## config.mk

```make
export PLATFORM = sky130hd
export DESIGN_NAME = rapid_trigger_key_judge
export DESIGN_NICKNAME = d
export VERILOG_FILES = /design/src/rtl/rtkj_pkg.sv /design/src/rtl/rapid_trigger_key_judge.sv
export SDC_FILE = /design/constraint.sdc
export NUM_CORES = 2
export LEC_CHECK = 0
export BUFFER_PORTS_ARGS = -buffer_cell sky130_fd_sc_hd__buf_2
export CORE_ASPECT_RATIO = 1.25
export CORE_MARGIN = 1
export CORE_UTILIZATION = 65
export CTS_BUF_LIST = sky130_fd_sc_hd__clkbuf_8
export DETAILED_ROUTE_END_ITERATION = 12
export PLACE_DENSITY_LB_ADDON = 0.3
export SYNTH_ARGS = -nofsm -noshare
export SYNTH_HDL_FRONTEND = slang
export SYNTH_SLANG_ARGS = --single-unit
```

## constraint.sdc

```tcl
create_clock -name clk -period 8 [get_ports clk]
set_input_delay 1.2 -clock clk [delete_from_list [all_inputs] [get_ports clk]]
set_output_delay 1.2 -clock clk [all_outputs]
set_load 0.01 [all_outputs]
```

## src/rtl/rtkj_pkg.sv

```systemverilog
// -----------------------------------------------------------------------------
// Rapid trigger key judge package
// Constants, key modes, event codes, register indexes and the word types of
// the sample and result channels.
// -----------------------------------------------------------------------------
package rtkj_pkg;

	localparam int NUM_KEYS          = 64;
	localparam int LIFT_OFF_DISTANCE = 1000;
	localparam int KEY_IDX_W         = (NUM_KEYS > 1) ? $clog2(NUM_KEYS) : 1;
	localparam int POS_W             = 16;
	localparam int CFG_IDX_W         = 3;
	localparam logic [POS_W-1:0] FULL_STROKE_RESET = 16'd4000;

	// Per-key mode.
	typedef enum logic [2:0] {
		MODE_RELEASED  = 3'd0,
		MODE_PRESSED   = 3'd1,
		MODE_CANCELING = 3'd2,
		MODE_CANCELED  = 3'd3,
		MODE_REMOVED   = 3'd4
	} mode_t;

	// Reported event.
	typedef enum logic [1:0] {
		EV_NONE    = 2'd0,
		EV_PRESS   = 2'd1,
		EV_RELEASE = 2'd2
	} event_t;

	// Item function.
	typedef enum logic {
		FUNC_SAMPLE = 1'b0,
		FUNC_CANCEL = 1'b1
	} func_t;

	// Configuration register indexes.
	typedef enum logic [CFG_IDX_W-1:0] {
		REG_ACTUATE_POINT     = 3'd0,
		REG_ACTUATE_TRIGGER   = 3'd1,
		REG_RESET_POINT       = 3'd2,
		REG_RESET_TRIGGER     = 3'd3,
		REG_FULL_STROKE       = 3'd4,
		REG_ACTUATE_HEIGHT    = 3'd5,
		REG_ACTUATE_POINT_LOW = 3'd6,
		REG_RESET_POINT_TOP   = 3'd7
	} reg_idx_t;

	// Sample channel word.
	typedef struct packed {
		logic             func;
		logic [7:0]       key_index;
		logic [POS_W-1:0] position;
		logic [POS_W-1:0] calib_offset;
		logic [POS_W-1:0] cancel_threshold;
	} sample_t;

	// Result channel word.
	typedef struct packed {
		logic [7:0] out_key;
		logic [1:0] key_event;
		logic [2:0] key_status;
	} result_t;

	// One key's stored state.
	typedef struct packed {
		mode_t            mode;
		logic [POS_W-1:0] ref_pos;
		logic [POS_W-1:0] cur_pos;
	} key_entry_t;

endpackage

```

## src/rtl/rapid_trigger_key_judge.sv

```systemverilog
// -----------------------------------------------------------------------------
// Rapid trigger key judge
// Per-key dynamic actuation for analog keys. Key state lives in one
// synchronous memory that is read on accept and written back one stage later.
// -----------------------------------------------------------------------------
//
//   channel  | valid         | stall         | word
//   ---------+---------------+---------------+--------------
//   sample   | sample_valid  | sample_stall  | sample_word
//   result   | result_valid  | result_stall  | result_word
//   config   | cfg_we        | (none)        | cfg_index, cfg_data
//
// One word is accepted per cycle while sample_stall is low. It passes a memory
// read stage and a judge stage that writes back, then the output register.
// A word for the key that the judge stage is writing at the same edge takes
// the written entry through a forwarding register.
// Reset clears every key to released through a valid bit per key; no
// clearing pass is needed.
// A stalled result holds in the output register; the judge stage then holds,
// and sample_stall rises only while both are full.
// -----------------------------------------------------------------------------
module rapid_trigger_key_judge (
	input  logic                                clk,
	input  logic                                arst_n,
	input  logic                                sample_valid,
	output logic                                sample_stall,
	input  rtkj_pkg::sample_t                   sample_word,
	output logic                                result_valid,
	input  logic                                result_stall,
	output rtkj_pkg::result_t                   result_word,
	input  logic                                cfg_we,
	input  logic [rtkj_pkg::CFG_IDX_W-1:0]      cfg_index,
	input  logic [rtkj_pkg::POS_W-1:0]          cfg_data
);

	localparam int PW = rtkj_pkg::POS_W;
	localparam int KW = rtkj_pkg::KEY_IDX_W;
	localparam int NK = rtkj_pkg::NUM_KEYS;

	// Configuration registers.
	logic [PW-1:0] actuate_point_q, actuate_trigger_q, reset_point_q, reset_trigger_q;
	logic [PW-1:0] full_stroke_q, actuate_height_q, actuate_point_low_q, reset_point_top_q;

	// Key state memory and valid bits.
	rtkj_pkg::key_entry_t key_mem [NK];
	logic [NK-1:0]        key_vld_q;

	// Handshake.
	logic s1_valid_q, out_valid_q, out_free, s1_adv, accept;

	// Judge stage registers.
	rtkj_pkg::sample_t    item_s1;
	logic                 in_range_s1;
	logic [KW-1:0]        idx_s1;
	rtkj_pkg::key_entry_t rd_entry_s1;
	logic                 rd_vld_s1;
	logic                 fwd_s1;
	logic [PW-1:0]        top_h_s1, low_pt_s1;
	logic [PW-1:0]        th_rel_top_s1, th_rel_low_s1, th_rel_mid_s1;
	logic [PW-1:0]        th_prs_top_s1, th_prs_mid_s1;

	// Last written entry, for forwarding.
	rtkj_pkg::key_entry_t wr_entry_q;

	// Judge results.
	rtkj_pkg::key_entry_t cur_entry, new_entry;
	rtkj_pkg::event_t     new_event;
	logic                 new_in_range;
	logic [KW-1:0]        new_idx;
	logic [PW:0]          lift_limit;
	logic [PW-1:0]        th;
	logic [PW-1:0]        drop, rise;
	logic                 zone_top, zone_low;

	rtkj_pkg::result_t result_q;

	// Configuration writes.
	always_ff @(posedge clk or negedge arst_n) begin
		if (!arst_n) begin
			actuate_point_q     <= '0;
			actuate_trigger_q   <= '0;
			reset_point_q       <= '0;
			reset_trigger_q     <= '0;
			full_stroke_q       <= rtkj_pkg::FULL_STROKE_RESET;
			actuate_height_q    <= '0;
			actuate_point_low_q <= '0;
			reset_point_top_q   <= '0;
		end else if (cfg_we) begin
			unique case (rtkj_pkg::reg_idx_t'(cfg_index))
				rtkj_pkg::REG_ACTUATE_POINT:     actuate_point_q     <= cfg_data;
				rtkj_pkg::REG_ACTUATE_TRIGGER:   actuate_trigger_q   <= cfg_data;
				rtkj_pkg::REG_RESET_POINT:       reset_point_q       <= cfg_data;
				rtkj_pkg::REG_RESET_TRIGGER:     reset_trigger_q     <= cfg_data;
				rtkj_pkg::REG_FULL_STROKE:       full_stroke_q       <= cfg_data;
				rtkj_pkg::REG_ACTUATE_HEIGHT:    actuate_height_q    <= cfg_data;
				rtkj_pkg::REG_ACTUATE_POINT_LOW: actuate_point_low_q <= cfg_data;
				rtkj_pkg::REG_RESET_POINT_TOP:   reset_point_top_q   <= cfg_data;
				default: ;
			endcase
		end
	end

	// Flow control: the judge stage moves on when the output register is free.
	assign out_free     = !out_valid_q || !result_stall;
	assign s1_adv       = s1_valid_q && out_free;
	assign sample_stall = s1_valid_q && !out_free;
	assign accept       = sample_valid && !sample_stall;

	always_ff @(posedge clk or negedge arst_n) begin
		if (!arst_n) begin
			s1_valid_q  <= 1'b0;
			out_valid_q <= 1'b0;
		end else begin
			if (accept) begin
				s1_valid_q <= 1'b1;
			end else if (s1_adv) begin
				s1_valid_q <= 1'b0;
			end
			if (s1_adv) begin
				out_valid_q <= 1'b1;
			end else if (!result_stall) begin
				out_valid_q <= 1'b0;
			end
		end
	end

	// Index of the incoming word.
	assign new_in_range = (sample_word.key_index < 8'(NK));
	assign new_idx      = sample_word.key_index[KW-1:0];

	// Accept stage: issue the memory read and work out the offset-adjusted points.
	always_ff @(posedge clk) begin
		if (accept) begin
			item_s1       <= sample_word;
			in_range_s1   <= new_in_range;
			idx_s1        <= new_idx;
			fwd_s1        <= s1_adv && in_range_s1 && new_in_range && (idx_s1 == new_idx);
			top_h_s1      <= actuate_height_q - sample_word.calib_offset;
			low_pt_s1     <= reset_point_q + sample_word.calib_offset;
			th_rel_top_s1 <= actuate_point_q + sample_word.calib_offset;
			th_rel_low_s1 <= actuate_point_low_q + sample_word.calib_offset;
			th_rel_mid_s1 <= actuate_trigger_q + sample_word.calib_offset;
			th_prs_top_s1 <= reset_point_top_q + sample_word.calib_offset;
			th_prs_mid_s1 <= reset_trigger_q + sample_word.calib_offset;
			if (new_in_range) begin
				rd_entry_s1 <= key_mem[new_idx];
				rd_vld_s1   <= key_vld_q[new_idx];
			end else begin
				rd_vld_s1   <= 1'b0;
			end
		end
	end

	// Current key entry: forwarded write, stored entry, or the reset value.
	always_comb begin
		if (fwd_s1) begin
			cur_entry = wr_entry_q;
		end else if (rd_vld_s1) begin
			cur_entry = rd_entry_s1;
		end else begin
			cur_entry.mode    = rtkj_pkg::MODE_RELEASED;
			cur_entry.ref_pos = '0;
			cur_entry.cur_pos = '0;
		end
	end

	// Zone and threshold for the sampled position.
	assign zone_top   = (item_s1.position > top_h_s1);
	assign zone_low   = !zone_top && (item_s1.position < low_pt_s1);
	assign lift_limit = {1'b0, full_stroke_q} + (PW+1)'(rtkj_pkg::LIFT_OFF_DISTANCE);
	assign drop       = cur_entry.ref_pos - item_s1.position;
	assign rise       = item_s1.position - cur_entry.ref_pos;

	always_comb begin
		if (cur_entry.mode == rtkj_pkg::MODE_RELEASED) begin
			th = zone_top ? th_rel_top_s1 : (zone_low ? th_rel_low_s1 : th_rel_mid_s1);
		end else begin
			th = zone_top ? th_prs_top_s1 : (zone_low ? low_pt_s1 : th_prs_mid_s1);
		end
	end

	// Judge: next key entry and event.
	always_comb begin
		new_entry = cur_entry;
		new_event = rtkj_pkg::EV_NONE;
		if (item_s1.func == rtkj_pkg::FUNC_CANCEL) begin
			// A pressed key moves to canceling past the threshold, or always at zero.
			if (cur_entry.mode == rtkj_pkg::MODE_PRESSED &&
			    (item_s1.cancel_threshold == '0 ||
			     cur_entry.cur_pos > item_s1.cancel_threshold)) begin
				new_entry.mode = rtkj_pkg::MODE_CANCELING;
			end
		end else begin
			new_entry.cur_pos = item_s1.position;
			case (cur_entry.mode)
				rtkj_pkg::MODE_CANCELING: begin
					new_entry.mode = rtkj_pkg::MODE_CANCELED;
					new_event      = rtkj_pkg::EV_RELEASE;
				end
				rtkj_pkg::MODE_RELEASED: begin
					if ({1'b0, item_s1.position} > lift_limit) begin
						new_entry.mode    = rtkj_pkg::MODE_REMOVED;
						new_entry.ref_pos = full_stroke_q;
					end else if (item_s1.position > cur_entry.ref_pos) begin
						new_entry.ref_pos = item_s1.position;
					end else if (drop > th) begin
						new_entry.ref_pos = item_s1.position;
						new_entry.mode    = rtkj_pkg::MODE_PRESSED;
						new_event         = rtkj_pkg::EV_PRESS;
					end
				end
				rtkj_pkg::MODE_PRESSED, rtkj_pkg::MODE_CANCELED: begin
					if (item_s1.position < cur_entry.ref_pos) begin
						new_entry.ref_pos = item_s1.position;
					end else if (rise > th) begin
						new_entry.ref_pos = item_s1.position;
						new_entry.mode    = rtkj_pkg::MODE_RELEASED;
						if (cur_entry.mode == rtkj_pkg::MODE_PRESSED) begin
							new_event = rtkj_pkg::EV_RELEASE;
						end
					end
				end
				rtkj_pkg::MODE_REMOVED: begin
					if (item_s1.position < full_stroke_q) begin
						new_entry.mode = rtkj_pkg::MODE_RELEASED;
					end
				end
				default: ;
			endcase
		end
	end

	// Write back the judged entry.
	always_ff @(posedge clk) begin
		if (s1_adv && in_range_s1) begin
			key_mem[idx_s1] <= new_entry;
		end
		if (s1_adv) begin
			wr_entry_q <= new_entry;
		end
	end

	always_ff @(posedge clk or negedge arst_n) begin
		if (!arst_n) begin
			key_vld_q <= '0;
		end else if (s1_adv && in_range_s1) begin
			key_vld_q[idx_s1] <= 1'b1;
		end
	end

	// Output register.
	always_ff @(posedge clk) begin
		if (s1_adv) begin
			result_q.out_key <= item_s1.key_index;
			if (in_range_s1) begin
				result_q.key_event  <= new_event;
				result_q.key_status <= new_entry.mode;
			end else begin
				result_q.key_event  <= rtkj_pkg::EV_NONE;
				result_q.key_status <= rtkj_pkg::MODE_RELEASED;
			end
		end
	end

	assign result_valid = out_valid_q;
	assign result_word  = result_q;

endmodule

```

==> impl_metrics.env <==
export IMPL_critPathCaptureType="register"
export IMPL_finalCritPeriodShare_pct=87.37
export IMPL_seq_area_frac_synth_pct=71.82
export IMPL_first_iter_violations=7778
export IMPL_post_dp_hpwl_um=174400
export IMPL_nFillCells=9353
export IMPL_layout_nets=6182
export IMPL_synth_edf_count=2479
export IMPL_cts_buffer_depth=4
export IMPL_netlist_instances=5443
export IMPL_critical_path_class="reg2reg"
export IMPL_hp_class="in2async"
export IMPL_critPathBufInv=0
export IMPL_synthArstFlopShare_pct=7.258
export IMPL_final_layout_size_suffix_gt1_share_pct=29.22
export IMPL_status="finished, final reports clean"
export IMPL_ant_nets=0
export IMPL_finalSetupViolCount=0
export IMPL_hold_viol_final=0
export IMPL_wl_um=291600
export IMPL_post_cts_buffers=0
export IMPL_postCtsResizedCells=0
export IMPL_syn_avg_cell_area_um2=20.29
export IMPL_final_area_mm2=0.1218
export IMPL_grt_usage_pct=34.61
export IMPL_crit_required_ns=8.68
export IMPL_finalPower_mw=31.04
export IMPL_cts_hold_buffers_added=0
export IMPL_crit_start="item_s1[33]"
export IMPL_r2r_start="item_s1[33]"
export IMPL_clk_latency_ns=1.12
export IMPL_rows=168
export IMPL_tightestPinTransition_ns=1.223
export IMPL_crit_fanout=65
export IMPL_grt_max_degree=134
export IMPL_cpPeakStageDelay_ns=1.07
export IMPL_cts_tree="built"
export IMPL_rsz0062_at_grt="false"
export IMPL_slowest_stage="a221o_2"
export IMPL_syn_nets=5777
export IMPL_grt_pass1_vias=59754
export IMPL_synthesis_area_mm2=0.1104
export IMPL_finClkSkew_ns=0.1169
export IMPL_clk_pin_slew_ns=0.07
export IMPL_dieHeight_um=462.8
export IMPL_irDropWorstVdd_mv=0.1939
export IMPL_yosys_register_bits=2673
export IMPL_setup_worst_path_start_class="register"
export IMPL_port_buffers=95
export IMPL_cts_made_buffers=393
export IMPL_layout_setup_ws_ns=1.010
export IMPL_fmax_mhz=143.1
export IMPL_worstPathArrival_ns=7.67
export IMPL_syn2layout_area_growth_pct=10.30
export IMPL_drtPass1Iterations=6
export IMPL_wl_per_cell_um=34.81
export IMPL_drc_errors=0
export IMPL_maxCapViolations=0
export IMPL_post_place_ws_ns=1.079
export IMPL_maxSlewViolCount=0
export IMPL_fp_coreArea_mm2=0.1682
export IMPL_cp_cell_sequence="ha_1 > a21o_1 > a21o_1 > a211oi_1 > nor4_1 > or4_1 > mux2i_1 > mux2i_1 > ha_1 > a2111oi_0 > a32o_1 > a21oi_1 > a211oi_1 > nand2_1 > o211ai_4 > a221o_2"
export IMPL_die_area_mm2=0.1716
export IMPL_via_per_inst=6.928
export IMPL_root_buffer="clkbuf_8"
export IMPL_tns_ns=0
export IMPL_synth_distinct_cells=79
export IMPL_finalWorstPathRequiredPeriod_ns=6.990
export IMPL_htreeDepth=5
export IMPL_p_per_area_mw_per_mm2=254.9
export IMPL_die_w_um=370.7
export IMPL_clock_sinks=2673
export IMPL_gr_total_overflow=0
export IMPL_p_leak_nw=41.71
export IMPL_dpl_cell_area_mm2=0.1147
export IMPL_antenna_found_initial=14
export IMPL_place_congestion=0.9717
export IMPL_grt_pass1_wl_um=414500
export IMPL_via_count=58040
export IMPL_num_io_pins=96
export IMPL_synthFlopType="edfxtp_1"
export IMPL_ys_warn_count=0
export IMPL_critPathTopFamily="compound AO/OA/AOI/OAI gates"
export IMPL_initial_core_util_pct=65.67
export IMPL_slew_headroom_pct=18.44
-- cell families after synthesis --
| family | Yosys count | share of synthesized area [%] |
|---|---|---|
| adders and majority gates | 253 | 2.928 |
| muxes | 961 | 17.34 |
| buffers and inverters | 385 | 1.424 |
| and+or+nand+nor | 608 | 2.828 |
| DFF | 2673 | 71.82 |
| xor gates and xnor gates | 131 | 1.039 |
| AOI/OAI and AO/OA | 432 | 2.625 |
-- stage by stage --
step                cells  util (%)  hold WS [ns]
global placement     7663     68.19        0.4047
CTS                  8366     72.41        0.1953
floorplan            5443         -        0.4003
detailed placement   7663     68.19        0.4070
global route         8368     72.42        0.2600
finish               8377     72.43        0.2542
-- final cells by class --
class / instances / area (um^2) / share of cell area (%)
sequential: 2673 / 79300 / 65.11
multi-input combinational: 2385 / 30270 / 24.85
clock buffer: 409 / 5629 / 4.622
tap: 2210 / 2765 / 2.270
timing repair buffer: 239 / 1744 / 1.432
clock inverter: 294 / 1475 / 1.211
inverter: 156 / 585.6 / 0.4808
antenna: 11 / 27.53 / 0.02260
-- power by group --
group          internal (mW)  switching, mW  total, mW
Sequential              16.4          0.245       16.6
Clock                   5.05           5.11       10.2
Combinational           1.62           2.64       4.26
Total                   23.0           7.99       31.0
-- cell usage after synthesis, drive strengths merged (9+ instances only) --
cell type	instances	share of area, %
o31ai	9	0.061
a211oi	23	0.16
a22o	22	0.17
nor4	11	0.062
o21ai	105	0.48
nand2	105	0.36
nor3	54	0.24
nor2b	22	0.12
buf	100	0.46
a21o	43	0.29
clkbuf	129	0.44
a21oi	88	0.40
nand4b	10	0.079
edfxtp	2479	67
a2111oi	9	0.071
a31oi	17	0.11
xor2	23	0.18
dfrtp	188	4.3
or3	15	0.086
or2	72	0.41
ha	244	2.8
mux4	748	15
fa	9	0.16
and3	20	0.12
mux2i	78	0.71
xnor2	108	0.86
nand4	20	0.11
and2	28	0.16
mux2	135	1.4
nand3	47	0.21
nor2	158	0.54
a221o	15	0.14
nand2b	16	0.091
a22oi	15	0.10
inv	156	0.53
o21a	37	0.25
-- metal layers --
layer | up-vias | share of wire [%] | track usage, %
li1 | 23291 | - | -
met1 | 29843 | 34 | 45.44
met2 | 4008 | 49 | 55.76
met3 | 892 | 11 | 7.052
met4 | 6 | 5.4 | 17.17
met5 | - | 0.014 | 0
-- flip-flops by register name, indices dropped and copies added, names as in the netlist, 35 cells and up --
name	cells
key_mem	2240
wr_entry_q	35
key_vld_q	64
rd_entry_s1	35
item_s1	41
-- placed cells by master, fill, tap and decap left out, types with 43 or more instances in the layout --
cell,count
inv_1,273
dfrtp_1,188
nand2_1,103
a21o_1,43
nor2_4,64
mux2_2,135
clkinv_1,108
mux2i_1,78
nand3_1,47
buf_2,89
mux4_2,748
or2_2,71
xnor2_1,108
ha_1,244
nor3_1,51
clkinv_2,48
nor2_1,94
clkbuf_8,411
a21oi_1,86
edfxtp_1,2479
buf_4,134
o21ai_0,90
-- final timing paths --
path | depth (start not counted) | end | slack, ns
max | 16 | key_mem[52][25] | 1.01
min reg2reg | 0 | result_word[11] | 0.41
max in group asynchronous | 2 | key_vld_q[36] | 6.37
min in group clk | 1 | item_s1[33] | 0.28
min | 1 | result_valid | 0.25
max reg2reg | 16 | key_mem[52][25] | 1.01
No activity file was read; power rests on OpenSTA's default activity.
